### config.mk
export PLATFORM = sky130hd
export DESIGN_NAME = pixel_color_special_effects
export DESIGN_NICKNAME = d
export VERILOG_FILES = /design/src/pcse_pkg.sv /design/src/pcse_cfg_regs.sv /design/src/pcse_effect_sel.sv /design/src/pcse_channel.sv /design/src/pixel_color_special_effects.sv
export SDC_FILE = /design/constraint.sdc
export NUM_CORES = 1
export LEC_CHECK = 0
export BUFFER_PORTS_ARGS = -buffer_cell sky130_fd_sc_hd__buf_2
export CORE_MARGIN = 1.5
export CORE_UTILIZATION = 30
export DETAILED_ROUTE_END_ITERATION = 8
export PLACE_DENSITY_LB_ADDON = 0.12
export SLEW_MARGIN = 20
export SYNTH_ARGS = -nofsm -noshare
export SYNTH_HDL_FRONTEND = slang
export SYNTH_HIERARCHICAL = 1
export SYNTH_SLANG_ARGS = --single-unit
### constraint.sdc
create_clock -name clk -period 6.8 [get_ports clk]
set_input_delay 0.68 -clock clk [delete_from_list [all_inputs] [get_ports clk]]
set_output_delay 0.68 -clock clk [all_outputs]
set_load 0.01 [all_outputs]
### src/pcse_pkg.sv
// Shared types, constants and helpers for the pixel color special effects block.
// No dependencies; every other file in src imports this package.
package pcse_pkg;

  localparam int unsigned ChanWidth  = 5;
  localparam int unsigned CoefWidth  = 5;
  localparam int unsigned MaskWidth  = 6;
  localparam int unsigned LayerWidth = 3;
  localparam int unsigned IndexWidth = 3;
  localparam int unsigned DataWidth  = 6;

  localparam logic [LayerWidth-1:0] LayerMax   = 3'd5;
  localparam logic [LayerWidth-1:0] LayerObj   = 3'd0;
  localparam logic [ChanWidth-1:0]  ChanMax    = 5'd31;
  localparam logic [CoefWidth-1:0]  CoefMax    = 5'd16;
  localparam logic [9:0]            BlendRound = 10'd8;
  localparam logic [8:0]            LiftRound  = 9'd8;
  localparam logic [8:0]            DimRound   = 9'd7;

  typedef enum logic [1:0] {
    EFFECT_NONE     = 2'd0,
    EFFECT_BLEND    = 2'd1,
    EFFECT_BRIGHTEN = 2'd2,
    EFFECT_DARKEN   = 2'd3
  } effect_t;

  // Configuration register indexes on the write port.
  localparam logic [IndexWidth-1:0] RegEffectMode  = 3'd0;
  localparam logic [IndexWidth-1:0] RegFirstMask   = 3'd1;
  localparam logic [IndexWidth-1:0] RegSecondMask  = 3'd2;
  localparam logic [IndexWidth-1:0] RegBlendCoefA  = 3'd3;
  localparam logic [IndexWidth-1:0] RegBlendCoefB  = 3'd4;
  localparam logic [IndexWidth-1:0] RegFadeCoef    = 3'd5;

  typedef struct packed {
    logic [ChanWidth-1:0] red;
    logic [ChanWidth-1:0] green;
    logic [ChanWidth-1:0] blue;
  } pixel_t;

  // Configuration as seen by the datapath; coefficients are already clamped.
  typedef struct packed {
    effect_t              mode;
    logic [MaskWidth-1:0] first_mask;
    logic [MaskWidth-1:0] second_mask;
    logic [CoefWidth-1:0] coef_a;
    logic [CoefWidth-1:0] coef_b;
    logic [CoefWidth-1:0] fade;
  } cfg_t;

  // Decision inputs for one pixel.
  typedef struct packed {
    logic [LayerWidth-1:0] top_layer;
    logic                  second_present;
    logic [LayerWidth-1:0] second_layer;
    logic                  effects_enabled;
    logic                  sprite_semi_transparent;
  } sel_in_t;

  function automatic logic [CoefWidth-1:0] clamp_coef(input logic [CoefWidth-1:0] c);
    clamp_coef = (c > CoefMax) ? CoefMax : c;
  endfunction

endpackage

### src/pcse_cfg_regs.sv
// Configuration registers of the color effects block, with coefficient clamping.
// Depends on pcse_pkg.
module pcse_cfg_regs (
  input  logic                           clk,
  input  logic                           rst,
  input  logic                           write_enable,
  input  logic [pcse_pkg::IndexWidth-1:0] write_index,
  input  logic [pcse_pkg::DataWidth-1:0]  write_data,
  output pcse_pkg::cfg_t                  cfg
);
  import pcse_pkg::*;

  logic [1:0]           effect_mode;
  logic [MaskWidth-1:0] first_target_mask;
  logic [MaskWidth-1:0] second_target_mask;
  logic [CoefWidth-1:0] blend_coef_a;
  logic [CoefWidth-1:0] blend_coef_b;
  logic [CoefWidth-1:0] fade_coef;

  always_ff @(posedge clk) begin
    if (rst) begin
      effect_mode        <= '0;
      first_target_mask  <= '0;
      second_target_mask <= '0;
      blend_coef_a       <= '0;
      blend_coef_b       <= '0;
      fade_coef          <= '0;
    end else if (write_enable) begin
      case (write_index)
        RegEffectMode: effect_mode        <= write_data[1:0];
        RegFirstMask:  first_target_mask  <= write_data[MaskWidth-1:0];
        RegSecondMask: second_target_mask <= write_data[MaskWidth-1:0];
        RegBlendCoefA: blend_coef_a       <= write_data[CoefWidth-1:0];
        RegBlendCoefB: blend_coef_b       <= write_data[CoefWidth-1:0];
        RegFadeCoef:   fade_coef          <= write_data[CoefWidth-1:0];
        default: begin
        end
      endcase
    end
  end

  always_comb begin
    cfg.mode        = effect_t'(effect_mode);
    cfg.first_mask  = first_target_mask;
    cfg.second_mask = second_target_mask;
    cfg.coef_a      = clamp_coef(blend_coef_a);
    cfg.coef_b      = clamp_coef(blend_coef_b);
    cfg.fade        = clamp_coef(fade_coef);
  end

endmodule

### src/pcse_effect_sel.sv
// Chooses which effect applies to one pixel from layer ids, masks and mode.
// Depends on pcse_pkg.
module pcse_effect_sel (
  input  pcse_pkg::sel_in_t sel,
  input  pcse_pkg::cfg_t    cfg,
  output pcse_pkg::effect_t effect
);
  import pcse_pkg::*;

  logic first_ok;
  logic second_ok;
  logic forced;

  always_comb begin
    first_ok  = (sel.top_layer inside {[LayerObj:LayerMax]}) &&
                cfg.first_mask[sel.top_layer];
    second_ok = (sel.second_layer inside {[LayerObj:LayerMax]}) &&
                cfg.second_mask[sel.second_layer];
    // A semi-transparent sprite over a second target blends even when the
    // window turns effects off.
    forced = sel.sprite_semi_transparent && (sel.top_layer == LayerObj) && second_ok;

    effect = EFFECT_NONE;
    if (sel.second_present && (forced || sel.effects_enabled)) begin
      if (forced || (cfg.mode == EFFECT_BLEND && first_ok && second_ok)) begin
        effect = EFFECT_BLEND;
      end else if (cfg.mode == EFFECT_BRIGHTEN && first_ok) begin
        effect = EFFECT_BRIGHTEN;
      end else if (cfg.mode == EFFECT_DARKEN && first_ok) begin
        effect = EFFECT_DARKEN;
      end
    end
  end

endmodule

### src/pcse_channel.sv
// Blend, brighten and darken arithmetic for one 5-bit color channel.
// Depends on pcse_pkg.
module pcse_channel (
  input  logic [pcse_pkg::ChanWidth-1:0] top,
  input  logic [pcse_pkg::ChanWidth-1:0] second,
  input  pcse_pkg::effect_t              effect,
  input  pcse_pkg::cfg_t                 cfg,
  output logic [pcse_pkg::ChanWidth-1:0] result
);
  import pcse_pkg::*;

  logic [9:0]           mix_sum;
  logic [5:0]           mix_val;
  logic [ChanWidth-1:0] mix;
  logic [ChanWidth-1:0] headroom;
  logic [8:0]           lift_sum;
  logic [8:0]           dim_sum;

  always_comb begin
    mix_sum  = {5'b0, top} * {5'b0, cfg.coef_a} + {5'b0, second} * {5'b0, cfg.coef_b}
               + BlendRound;
    mix_val  = mix_sum[9:4];
    mix      = (mix_val > {1'b0, ChanMax}) ? ChanMax : mix_val[ChanWidth-1:0];

    headroom = ChanMax - top;
    lift_sum = {4'b0, headroom} * {4'b0, cfg.fade} + LiftRound;
    dim_sum  = {4'b0, top} * {4'b0, cfg.fade} + DimRound;

    case (effect)
      EFFECT_NONE:     result = top;
      EFFECT_BLEND:    result = mix;
      // The step never exceeds the headroom, so the sum stays within 5 bits.
      EFFECT_BRIGHTEN: result = top + lift_sum[8:4];
      EFFECT_DARKEN:   result = top - dim_sum[8:4];
      default:         result = top;
    endcase
  end

endmodule

### src/pixel_color_special_effects.sv
// Top level of the pixel color special effects block: input register, effect
// selection and channel arithmetic, result register. Depends on pcse_pkg,
// pcse_cfg_regs, pcse_effect_sel and pcse_channel.
//
//   Channel   Handshake                 Payload
//   input     start, busy               top_*, second_*, effects_enabled, sprite_...
//   result    done (one-cycle strobe)   out_red, out_green, out_blue, applied_effect
//   config    write_enable              write_index, write_data
//
// A transferred pixel passes from the input register through the effect logic
// to the result register, where done marks it for exactly one cycle.
// One pixel can be taken every cycle outside reset: the input register and the result
// register bound a single pass of effect logic.
// Reset is synchronous and clears the valid flags and configuration; busy is
// high only while rst is held. The receiver cannot stall the block.
module pixel_color_special_effects (
  input  logic                            clk,
  input  logic                            rst,
  input  logic                            start,
  output logic                            busy,
  input  logic [pcse_pkg::LayerWidth-1:0] top_layer,
  input  logic [pcse_pkg::ChanWidth-1:0]  top_red,
  input  logic [pcse_pkg::ChanWidth-1:0]  top_green,
  input  logic [pcse_pkg::ChanWidth-1:0]  top_blue,
  input  logic                            second_present,
  input  logic [pcse_pkg::LayerWidth-1:0] second_layer,
  input  logic [pcse_pkg::ChanWidth-1:0]  second_red,
  input  logic [pcse_pkg::ChanWidth-1:0]  second_green,
  input  logic [pcse_pkg::ChanWidth-1:0]  second_blue,
  input  logic                            effects_enabled,
  input  logic                            sprite_semi_transparent,
  input  logic                            write_enable,
  input  logic [pcse_pkg::IndexWidth-1:0] write_index,
  input  logic [pcse_pkg::DataWidth-1:0]  write_data,
  output logic                            done,
  output logic [pcse_pkg::ChanWidth-1:0]  out_red,
  output logic [pcse_pkg::ChanWidth-1:0]  out_green,
  output logic [pcse_pkg::ChanWidth-1:0]  out_blue,
  output logic [1:0]                      applied_effect
);
  import pcse_pkg::*;

  cfg_t    cfg;
  logic    accept;
  logic    in_valid;
  sel_in_t in_sel;
  pixel_t  in_top;
  pixel_t  in_second;
  effect_t effect;
  pixel_t  result_next;

  assign busy   = rst;
  assign accept = start && !busy;

  pcse_cfg_regs u_cfg_regs (
    .clk          (clk),
    .rst          (rst),
    .write_enable (write_enable),
    .write_index  (write_index),
    .write_data   (write_data),
    .cfg          (cfg)
  );

  always_ff @(posedge clk) begin
    if (rst) begin
      in_valid <= 1'b0;
    end else begin
      in_valid <= accept;
    end
  end

  always_ff @(posedge clk) begin
    if (accept) begin
      in_sel.top_layer               <= top_layer;
      in_sel.second_present          <= second_present;
      in_sel.second_layer            <= second_layer;
      in_sel.effects_enabled         <= effects_enabled;
      in_sel.sprite_semi_transparent <= sprite_semi_transparent;
      in_top    <= '{red: top_red, green: top_green, blue: top_blue};
      in_second <= '{red: second_red, green: second_green, blue: second_blue};
    end
  end

  pcse_effect_sel u_effect_sel (
    .sel    (in_sel),
    .cfg    (cfg),
    .effect (effect)
  );

  pcse_channel u_chan_red (
    .top    (in_top.red),
    .second (in_second.red),
    .effect (effect),
    .cfg    (cfg),
    .result (result_next.red)
  );

  pcse_channel u_chan_green (
    .top    (in_top.green),
    .second (in_second.green),
    .effect (effect),
    .cfg    (cfg),
    .result (result_next.green)
  );

  pcse_channel u_chan_blue (
    .top    (in_top.blue),
    .second (in_second.blue),
    .effect (effect),
    .cfg    (cfg),
    .result (result_next.blue)
  );

  always_ff @(posedge clk) begin
    if (rst) begin
      done <= 1'b0;
    end else begin
      done <= in_valid;
    end
  end

  always_ff @(posedge clk) begin
    if (in_valid) begin
      out_red        <= result_next.red;
      out_green      <= result_next.green;
      out_blue       <= result_next.blue;
      applied_effect <= effect;
    end
  end

`ifndef SYNTH
  // Every result strobe traces back to a transfer through the input and result registers.
  a_done_follows_transfer: assert property (@(posedge clk) disable iff (rst)
    done |-> $past(accept, 2))
    else $error("result strobe without a matching input transfer");

  // Without a second layer no effect can apply.
  a_no_second_no_effect: assert property (@(posedge clk) disable iff (rst)
    (done && !$past(second_present, 2)) |-> (applied_effect == EFFECT_NONE))
    else $error("effect applied with no second layer");

  // When no effect applies the top pixel passes through unchanged.
  a_pass_through: assert property (@(posedge clk) disable iff (rst)
    (done && applied_effect == EFFECT_NONE) |->
      (out_red == $past(top_red, 2) && out_green == $past(top_green, 2) &&
       out_blue == $past(top_blue, 2)))
    else $error("pass-through pixel altered");
`endif

endmodule
=== Word level (Yosys, flattened, before mapping) ===
Index checks and enable logic that the tools add are counted.

* $add $sub $neg: 21
* Multipliers: 12
* Magnitude comparators: 12
* Equal/unequal tests: 11
* Mux-type cells: 17
* Reductions and logical operators: 24

{| class="wikitable"
|+ Operators by type and width
! kind !! count
|-
| 5-bit by 5-bit multiplier with 10-bit output || 6
|-
| 5-bit case mux with 4 select lines || 3
|-
| 5-bit by 5-bit multiplier with 9-bit output || 6
|-
| 10-bit adder || 3
|-
| 10-bit by 4-bit adder with 10-bit output, second input constant || 3
|-
| 5-bit two-way mux || 6
|-
| 9-bit by 3-bit adder with 9-bit output, second input constant || 3
|-
| 9-bit by 4-bit adder with 9-bit output, second input constant || 3
|-
| 6-bit by 5-bit > comparator with 1-bit output, second input constant || 3
|-
| 5-bit adder || 3
|-
| 5-bit > comparator, second input constant || 3
|-
| 5-bit subtractor || 3
|-
| 5-bit subtractor, first input constant || 3
|-
| 1-bit logical AND || 12
|-
| 2-bit AND reduction || 6
|-
| 2-bit equality test, second input constant || 4
|-
| 3-bit by 4-bit less-than comparator with 1-bit output, second input constant || 2
|-
| 2-bit two-way mux || 4
|-
| 1-bit binary-select mux with 3-bit select || 2
|-
| 3-bit by 2-bit equality test with 1-bit output, second input constant || 2
|-
| 3-bit equality test, second input constant || 2
|-
| 3-bit by 1-bit >= comparator with 1-bit output, second input constant || 2
|-
| 3-bit <= comparator, second input constant || 2
|-
| 3-bit logical NOT || 2
|-
| 6 further kinds || 9
|}

* Register bits: 87
* Input port bits: 52
* Logic and storage cells: 120

=== Logic depth before layout (Yosys ltp) ===
Gate-level depths: netlist (run 1).

* Depth after elaboration: 10
* Gate-level depth with buffers: 23

=== Hierarchy ===
The synthesis (run 1) kept the hierarchy.

{| class="wikitable"
|+ By module, submodules not included
! module !! instances !! cells each !! area each (um^2)
|-
| pcse_channel at u_chan_blue || 1 || 428 || 3569.7
|-
| pcse_channel at u_chan_red || 1 || 421 || 3508.4
|-
| pcse_channel at u_chan_green || 1 || 420 || 3479.6
|-
| pixel_color_special_effects || 1 || 62 || 1747.9
|-
| pcse_cfg_regs || 1 || 122 || 1283.7
|-
| pcse_effect_sel || 1 || 22 || 171.4
|}

=== Worst setup path before layout (run 1) ===
OpenSTA, ideal clock, no wires.

* Path kind: register to register
* Start: register u_cfg_regs.fade_coef[4]
* End: register out_red[4] in the netlist's numbering, data pin
* Setup time: 264 ps
* Arrival time: 5377 ps
* Data required time: 6536 ps
* Setup slack: 1159 ps
* Cell stages (with the launch flop): 22
* Path buffers: 1
* Path through: dfxtp_1 -> nor2b_1 -> clkbuf_1 -> nor2b_1 -> fa_1 -> ha_1 -> fa_1 -> nand4b_1 -> nor3b_1 -> fa_1 -> inv_1 -> ha_1 -> xnor2_1 -> a21oi_1 -> ha_1 -> a21o_1 -> a21oi_1 -> xor2_2 -> xnor2_2 -> o31a_1 -> o221ai_1 -> a211oi_2

{| class="wikitable"
|+ RTL lines
! item !! line !! source
|-
| start: declaration || pcse_cfg_regs.sv:18 || <nowiki>logic [CoefWidth-1:0] fade_coef;</nowiki>
|-
| start signal: assignment || pcse_cfg_regs.sv:35 || <nowiki>RegFadeCoef: fade_coef <= write_data[CoefWidth-1:0];</nowiki>
|-
| end signal: assignment || pixel_color_special_effects.sv:124 || <nowiki>out_red <= result_next.red;</nowiki>
|-
| end: declaration || pixel_color_special_effects.sv:36 || <nowiki>output logic [pcse_pkg::ChanWidth-1:0] out_red,</nowiki>
|}

==> impl_results.md, run 1 <==
* Hold path start: top_green[0]
* RSZ-0062 raised after global routing: no
* Die W at 217 µm
* Synth warn at 6
* Post-synth top area share at 23.6%
* DRC at 0
* Fin nets at ~1900
* DRT Pass-1 Iters at 4
* Postcts setup bufs at 0
* CTS H-tree depth at 3
* Largest net degree at the start of global routing at 40
* First-pass GRT wire length at around 56000 µm
* Hold Path Stages at 1
* Area contributors post-synth: fa_1, ha_1, edfxtp_1, inv_1, and2_1
* Worst Path Required at 7.04 ns
* Final Cell Area at between 0.015 and 0.02 mm²
* Crit path time final at around 5.9 ns
* Worst-case reg-to-reg path depth at 21
* Slew Limit Fails at 0
* Post_cts resized at 0
* Critical Path Fanout Max at 21
* Post-route setup slack at 0.867 ns
* Fraction of layout cells with a size suffix above 1 at a little under a tenth
* Clock Path Buffers at 2
* Mapped Cells at ~1500
* Synth Net Count at roughly 1900
* GRT Resource Usage Total at around 16%
* Initial Util at 30.4%
* CP Buf/Inv Count at 2
* Post-synth EDFFs at between 50 and 60
* CP max stage delay at 0.54 ns
* Grt ovf at 0
* Critical path, cell by cell: nor2b_2 > buf_4 > nand2b_1 > fa_1 > fa_1 > fa_1 > inv_1 > fa_1 > xnor2_1 > ha_1 > xnor2_1 > nand2_1 > o31a_1 > ha_1 > a21o_1 > a21oi_1 > xnor2_1 > xnor2_1 > o31a_1 > o31a_1 > a211oi_2
* Clock root buffer: clkbuf_16
* Register area share after synthesis at 16.7%
* CTS buffer count at 9
* Flops & latches, synth at 87
* Crit-path leading delay family: adder cells
* Via-per-instance ratio at around 4.5
* Critical path arrival at around 6 ns
* Core area at about 0.045 mm²
* Setup TNS Final at 0 ns
* Power density over cell area at 104 mW/mm²
* Period utilization at roughly 87%
* Post-Syn Area per Cell at approximately 9.3 µm²
* Number of global-route vias before repair at slightly above 10000
* Storage cell area at approximately 0.0023 mm²
* Met3 wire len at 997 µm
* VDD IR max at around 130 µV
* R2R Path Start: u_cfg_regs/fade_coef[4]$_SDFFE_PP0P_
* Clock Skews at ~0.012 ns
* Total power at roughly 1.6 mW
* # IOs at ~70
* Synth Cell Area at between 0.01 and 0.015 mm²
* Footprint of the multi-input gates at just over 0.01 mm²
* Finished Layout Cells at approximately 2200
* Placed cell areas at approximately 0.015 mm²
* Post-synth ARST share at 0%
* CTS tree: yes
* Clock sinks at 87
* Highest metal used: met4
* P&R area growth vs syn at 10.9%
* DR vias at between 9000 and 10000
* DP HPWL at around 27000 µm
* Wire per inst at around 16 µm
* Synth area leader: fa_1
* R2r setup slk at roughly 0.87 ns
* # rows at about 80
* Status: finished, final reports clean
* Placed Cells at roughly 2100
* Max_cap viols at 0
* Die area at roughly 0.047 mm²
* Cts hold-fix bufs at 0
* Crit Path Class: reg2reg
* Met2 layer wire length in the routed design at 16500 µm
* Iteration-0 DRC Markers at between 300 and 400
* Clk pin slew, worst setup/hold paths at 0.08 ns
* Hold Slack at about 0.46 ns
* Top_reg_cell synth: edfxtp_1
* Lkg Pwr at approximately 7.6 nW
* Worst-margin pin slew at 0.895 ns
* WHS Endpoint: in_top[5]$_DFFE_PP_
* WL final at around 35000 µm
* Min-delay worst type: in2reg
* Utilization of the core after routing at between 30% and 40%
* PortBufs at 70
* Final Hold Fails at 0
* Antenna violations before repair at 1
* # setup viols final at 0
* Setup crit start kind: flop
* Final-layout fill cell count at ~4800
* Wl on met1 at between 15000 and 20000 µm
* Die Y-Extent at about 220 µm
* Final ANT Viol Nets at 0
* Post-place setup slack at 0.859 ns
* Worst relative slew slack at roughly 40%
* Unique masters post-synth at 74
* Clk Latency, worst-skew pair at 0.39 ns
* Reg2reg end: out_green[4]$_DFFE_PP_
* Max Fclk at roughly 170 MHz
* Slowest cell on crit path: fa_1
* Routability Congestion at roughly 0.78
* Worst Setup End Kind: flop
cell usage after synthesis (all sizes together) (36+ instances only):
cell type,instances
fa,162
nor2,36
inv,261
nor2b,48
mux2i,36
nand2,141
and2,118
clkbuf,36
edfxtp,56
xnor2,61
nand2b,67
ha,183
kinds of logic (layout without fill, tap and decap cells):
group / after synthesis / count (layout) / share of synthesized area, %
AND/OR/NAND/NOR: 480 / 480 / 19.0
flip-flops: 87 / 87 / 16.7
buffers and inverters: 302 / 377 / 8.31
XOR/XNOR: 79 / 79 / 5.25
multiplexers: 39 / 39 / 2.97
AO/OA/AOI/OAI: 143 / 143 / 7.53
adder cells (fa/ha/maj): 345 / 345 / 40.2
other: 0 / 1 / 0
final cells by class:
cell class                 instances  area share [%]
antenna                            1          0.0164
clock buffer                       9            1.48
clock inverter                     7           0.549
inverter                         261            6.42
multi-input combinational       1086            67.8
sequential                        87            15.1
tap                              600            4.92
timing repair buffer             100            3.77
worst register-to-register path: stages, from the launching register on:
cell	delay, ns
dfxtp_1	0.43
nor2b_2	0.43
buf_4	0.39
nand2b_1	0.12
fa_1	0.48
fa_1	0.53
fa_1	0.54
inv_1	0.07
fa_1	0.45
xnor2_1	0.21
ha_1	0.28
xnor2_1	0.14
nand2_1	0.07
o31a_1	0.12
ha_1	0.31
a21o_1	0.17
a21oi_1	0.17
xnor2_1	0.20
xnor2_1	0.14
o31a_1	0.12
o31a_1	0.28
a211oi_2	0.13
routing by layer:
metal	up-vias	GRT usage, %
li1	4859	-
met1	4702	21.0
met2	99	26.4
met3	16	2.10
met4	0	3.31
met5	-	0
registers in the layout (all words and copies together) (netlist names):
signal                         count
u_cfg_regs/first_target_mask       6
in_top                            15
out_blue                           5
in_sel                             9
out_green                          5
u_cfg_regs/second_target_mask      6
u_cfg_regs/fade_coef               5
applied_effect                     2
in_valid                           1
in_second                         15
done                               1
u_cfg_regs/effect_mode             2
u_cfg_regs/blend_coef_b            5
u_cfg_regs/blend_coef_a            5
out_red                            5
cell usage in the layout (no fill, tap or decap), drive strengths merged, types with 3 or more instances in the layout:
| cell type | instances |
|---|---|
| nand4bb | 3 |
| or2 | 3 |
| nand2 | 141 |
| or3 | 6 |
| a31oi | 6 |
| nor3 | 17 |
| a21boi | 3 |
| nor2b | 48 |
| and2b | 3 |
| and3b | 3 |
| dfxtp | 31 |
| clkbuf | 9 |
| nand3 | 8 |
| o21a | 8 |
| a21o | 21 |
| fa | 162 |
| clkinv | 3 |
| inv | 265 |
| mux2i | 36 |
| xor2 | 17 |
| xnor2 | 61 |
| a211oi | 12 |
| o211ai | 3 |
| edfxtp | 56 |
| buf | 100 |
| and2 | 118 |
| nand4b | 8 |
| and3 | 6 |
| o22ai | 6 |
| a21oi | 32 |
| ha | 183 |
| nor2 | 36 |
| nand2b | 67 |
| o21ai | 23 |
| o31a | 7 |
worst max-delay path by stage:
stage | from | to | slack, ns | cells past startpoint
6_report | u_cfg_regs/fade_coef[4]$_SDFFE_PP0P_ | out_green[4]$_DFFE_PP_ | 0.87 | 21
5_1_grt | u_cfg_regs/fade_coef[4]$_SDFFE_PP0P_ | out_blue[4]$_DFFE_PP_ | 0.43 | 22
2_1_floorplan | u_cfg_regs/fade_coef[4]$_SDFFE_PP0P_ | out_red[4]$_DFFE_PP_ | 1.16 | 21
3_3_place_gp | u_cfg_regs/blend_coef_a[4]$_SDFFE_PP0P_ | out_red[1]$_DFFE_PP_ | 0.82 | 19
4_1_cts | u_cfg_regs/fade_coef[4]$_SDFFE_PP0P_ | out_green[4]$_DFFE_PP_ | 0.82 | 21
3_5_place_dp | u_cfg_regs/fade_coef[4]$_SDFFE_PP0P_ | out_green[4]$_DFFE_PP_ | 0.86 | 21
power breakdown:
group / leakage (nW) / internal (mW) / switching (mW)
sequential: 0.778 / 0.593 / 0.0425
combinational: 6.64 / 0.187 / 0.229
clock: 0.151 / 0.264 / 0.278
total: 7.57 / 1.04 / 0.550
No activity file was read; power rests on OpenSTA's default activity.
==> inputs of run 2 (changes only) <==
clock period = 6.98 ns   (was 6.8 ns; I/O delays follow)
==> impl_results.md, run 2 (same netlist as run 1, synthesis figures left out) <==
* Status: finished, final reports clean
* Cts hold-fix bufs at 0 (unchanged)
* CP endpoint: out_red[3]$_DFFE_PP_
* Post_cts resized at 0 (unchanged)
* Core area at 0.0453 mm² (unchanged)
* CP max stage delay at 0.86 ns (+0.32 ns)
* Fin nets at 1938 (-0.21%)
* Worst Path Required at 7.19 ns (+0.15 ns)
* Postcts setup bufs at 0 (unchanged)
* Switching share of power at 34.9% (+0.40 points)
* Critical path, cell by cell: nor2b_1 > buf_4 > nand2_1 > fa_1 > fa_1 > inv_1 > fa_1 > fa_1 > inv_1 > fa_1 > inv_1 > ha_1 > and3_1 > o2111ai_1 > o211ai_1 > nor2_1 > a211oi_1 > o22ai_1 > o21ai_0
* Clk pin slew, worst setup/hold paths at 0.10 ns (+0.02 ns)
* Die W at 217 µm (unchanged)
* Commonest non-fill, non-tap cells in the layout: inv_1, ha_1, fa_1
* Period utilization at 86.6% (-0.66 points)
* Final ANT Viol Nets at 0 (unchanged)
* Clk Latency, worst-skew pair at 0.40 ns (about the same)
* First-pass GRT wire length at 56400 µm (+0.15%)
* WL final at 35000 µm (+1.2%)
* Largest net degree at the start of global routing at 40 (unchanged)
* Combinational share of power at 25.8% (-0.3 points)
* Clock Skews at 0.0214 ns (+0.00946 ns)
* Final-layout fill cell count at 4766 (-0.48%)
* Post-place setup slack at 0.941 ns (+0.0820 ns)
* Internal power at 1.02 mW (-2.7%)
* Max_cap viols at 0 (unchanged)
* DRC at 0 (unchanged)
* # IOs at 71 (unchanged)
* Final Hold Fails at 0 (unchanged)
* Setup crit start kind: flop
* GRT Resource Usage Total at 15.6% (about the same)
* # setup viols final at 0 (unchanged)
* Via-per-instance ratio at 4.54 (+0.97%)
* Placed Cells at 2130 (-0.19%)
* Sequential share of power at 39.8% (about the same)
* Antenna fix cells at 0 (-1)
* P&R area growth vs syn at 10.7%
* Lkg Pwr at 7.55 nW (-0.27%)
* Critical path arrival at 6.25 ns (+0.08 ns)
* Die area at 0.0472 mm² (unchanged)
* Crit path time final at 6.04 ns (+0.111 ns)
* Slew Limit Fails at 0 (unchanged)
* PortBufs at 70 (unchanged)
* Fraction of layout cells with a size suffix above 1 at 9.06% (-0.23 points)
* Critical Path Fanout Max at 20 (-4.8%)
* Crit path depth at 19 (-9.5%)
* CTS tree: yes
* Grt ovf at 0 (unchanged)
* Clock root buffer: clkbuf_16
* Slowest cell on crit path: dfxtp_1
* Most common cell after layout, fill and taps aside: inv_1
* Total power at 1.56 mW (-2.1%)
* VDD IR max at 220 µV (+67%)
* Crit Path Class: reg2reg
* Number of global-route vias before repair at 10468 (+2.1%)
* Crit path from: u_cfg_regs/blend_coef_a[4]$_SDFFE_PP0P_
* R2R Path Start: u_cfg_regs/blend_coef_a[4]$_SDFFE_PP0P_
* Power density over cell area at 102 mW/mm² (-1.9%)
* Setup TNS Final at 0 ns (unchanged)
* DP HPWL at 26900 µm (+0.97%)
* # rows at 78 (unchanged)
* Worst Setup End Kind: flop
* Top flop regs: in_second x15, in_top x15, in_sel x9
* Routability Congestion at 0.768 (-1.1%)
* Reg2reg end: out_red[3]$_DFFE_PP_
* Clock Path Buffers at 2 (unchanged)
* Critical Path Most Common Cell: fa_1
* NetSw at 545 µW (-0.92%)
* DR vias at 9747 (+0.73%)
* CTS H-tree depth at 3 (unchanged)
* Finished Layout Cells at 2146 (-0.23%)
* Worst-margin pin slew at 0.847 ns (-0.0479 ns)
* CP Buf/Inv Count at 4 (+2)
* Post-route setup slack at 0.937 ns (+0.0693 ns)
* DRT Pass-1 Iters at 4 (unchanged)
* Iteration-0 DRC Markers at 342 (-0.58%)
* CTS buffer count at 9 (unchanged)
* Clock sinks at 87 (unchanged)
* Clock network fraction of total power at 34.4% (+0.4 points)
* Antenna violations before repair at 1 (unchanged)
* Crit-path leading delay family: adder cells
* Max Fclk at 165 MHz (-1.8%)
* RSZ-0062 raised after global routing: no
* Wire per inst at 16.3 µm (+1.4%)
* R2r setup slk at 0.94 ns (+0.07 ns)
* Min-delay worst type: in2reg
* Die Y-Extent at 217 µm (unchanged)
* Worst-case reg-to-reg path depth at 19 (-9.5%)
* Initial Util at 30.4% (unchanged)
* Worst relative slew slack at 43.4% (+3.1 points)
* Hold Slack at 0.471 ns (+0.0108 ns)
run 2: changes by cell type in the layout (fill, tap and decap cells not counted), sizes merged:
| cell | delta |
|---|---|
| clkinv | +1 |
| buf | -4 |
| inv | -1 |
| diode | -1 |
run 2: worst min path at each step:
stage                                                              from                                             to  slack [ns]  depth (start not counted)
after global routing                                       top_green[2]                            in_top[7]$_DFFE_PP_        0.45                          1
after CTS                                                   top_blue[4]                            in_top[4]$_DFFE_PP_        0.44                          1
after detailed placement  u_cfg_regs/second_target_mask[0]$_SDFFE_PP0P_  u_cfg_regs/second_target_mask[0]$_SDFFE_PP0P_        0.46                          2
final                                                       top_blue[4]                            in_top[4]$_DFFE_PP_        0.47                          1
after floorplan                    u_cfg_regs/fade_coef[0]$_SDFFE_PP0P_           u_cfg_regs/fade_coef[0]$_SDFFE_PP0P_        0.44                          2
after global placement          u_cfg_regs/blend_coef_b[2]$_SDFFE_PP0P_        u_cfg_regs/blend_coef_b[2]$_SDFFE_PP0P_        0.46                          2
run 2: cell type report:
class / instances / area [µm²] / area share [%]
Multi-Input combinational cell: 1086 / 10300 / 67.9
Sequential cell: 87 / 2300 / 15.1
Inverter: 261 / 980 / 6.43
Tap cell: 600 / 751 / 4.93
Timing Repair Buffer: 96 / 546 / 3.58
Clock buffer: 9 / 225 / 1.48
Clock inverter: 7 / 86.3 / 0.567
run 2: routing by layer:
metal,up-vias,part of all wire [%],GRT usage [%]
met2,106,49,27.0
met1,4769,48,20.4
li1,4851,-,-
met4,0,1.2,3.56
met5,-,0,0
met3,21,2.8,2.14
run 2: power groups by stage:
stage	Combinational [mW]	Sequential [mW]	Clock, mW
after floorplan	0.296	0.611	0
after global routing	0.459	0.628	0.583
after CTS	0.410	0.624	0.568
final	0.402	0.622	0.536
after global placement	0.405	0.637	0
after detailed placement	0.405	0.636	0
run 2: metrics by stage:
| stage | instance area [µm²] | util (%) |
|---|---|---|
| after floorplan | 13800 | - |
| after CTS | 15200 | 33.6 |
| after detailed placement | 14900 | 32.9 |
| after global placement | 14900 | 32.9 |
| after global routing | 15200 | 33.6 |
| final | 15200 | 33.6 |
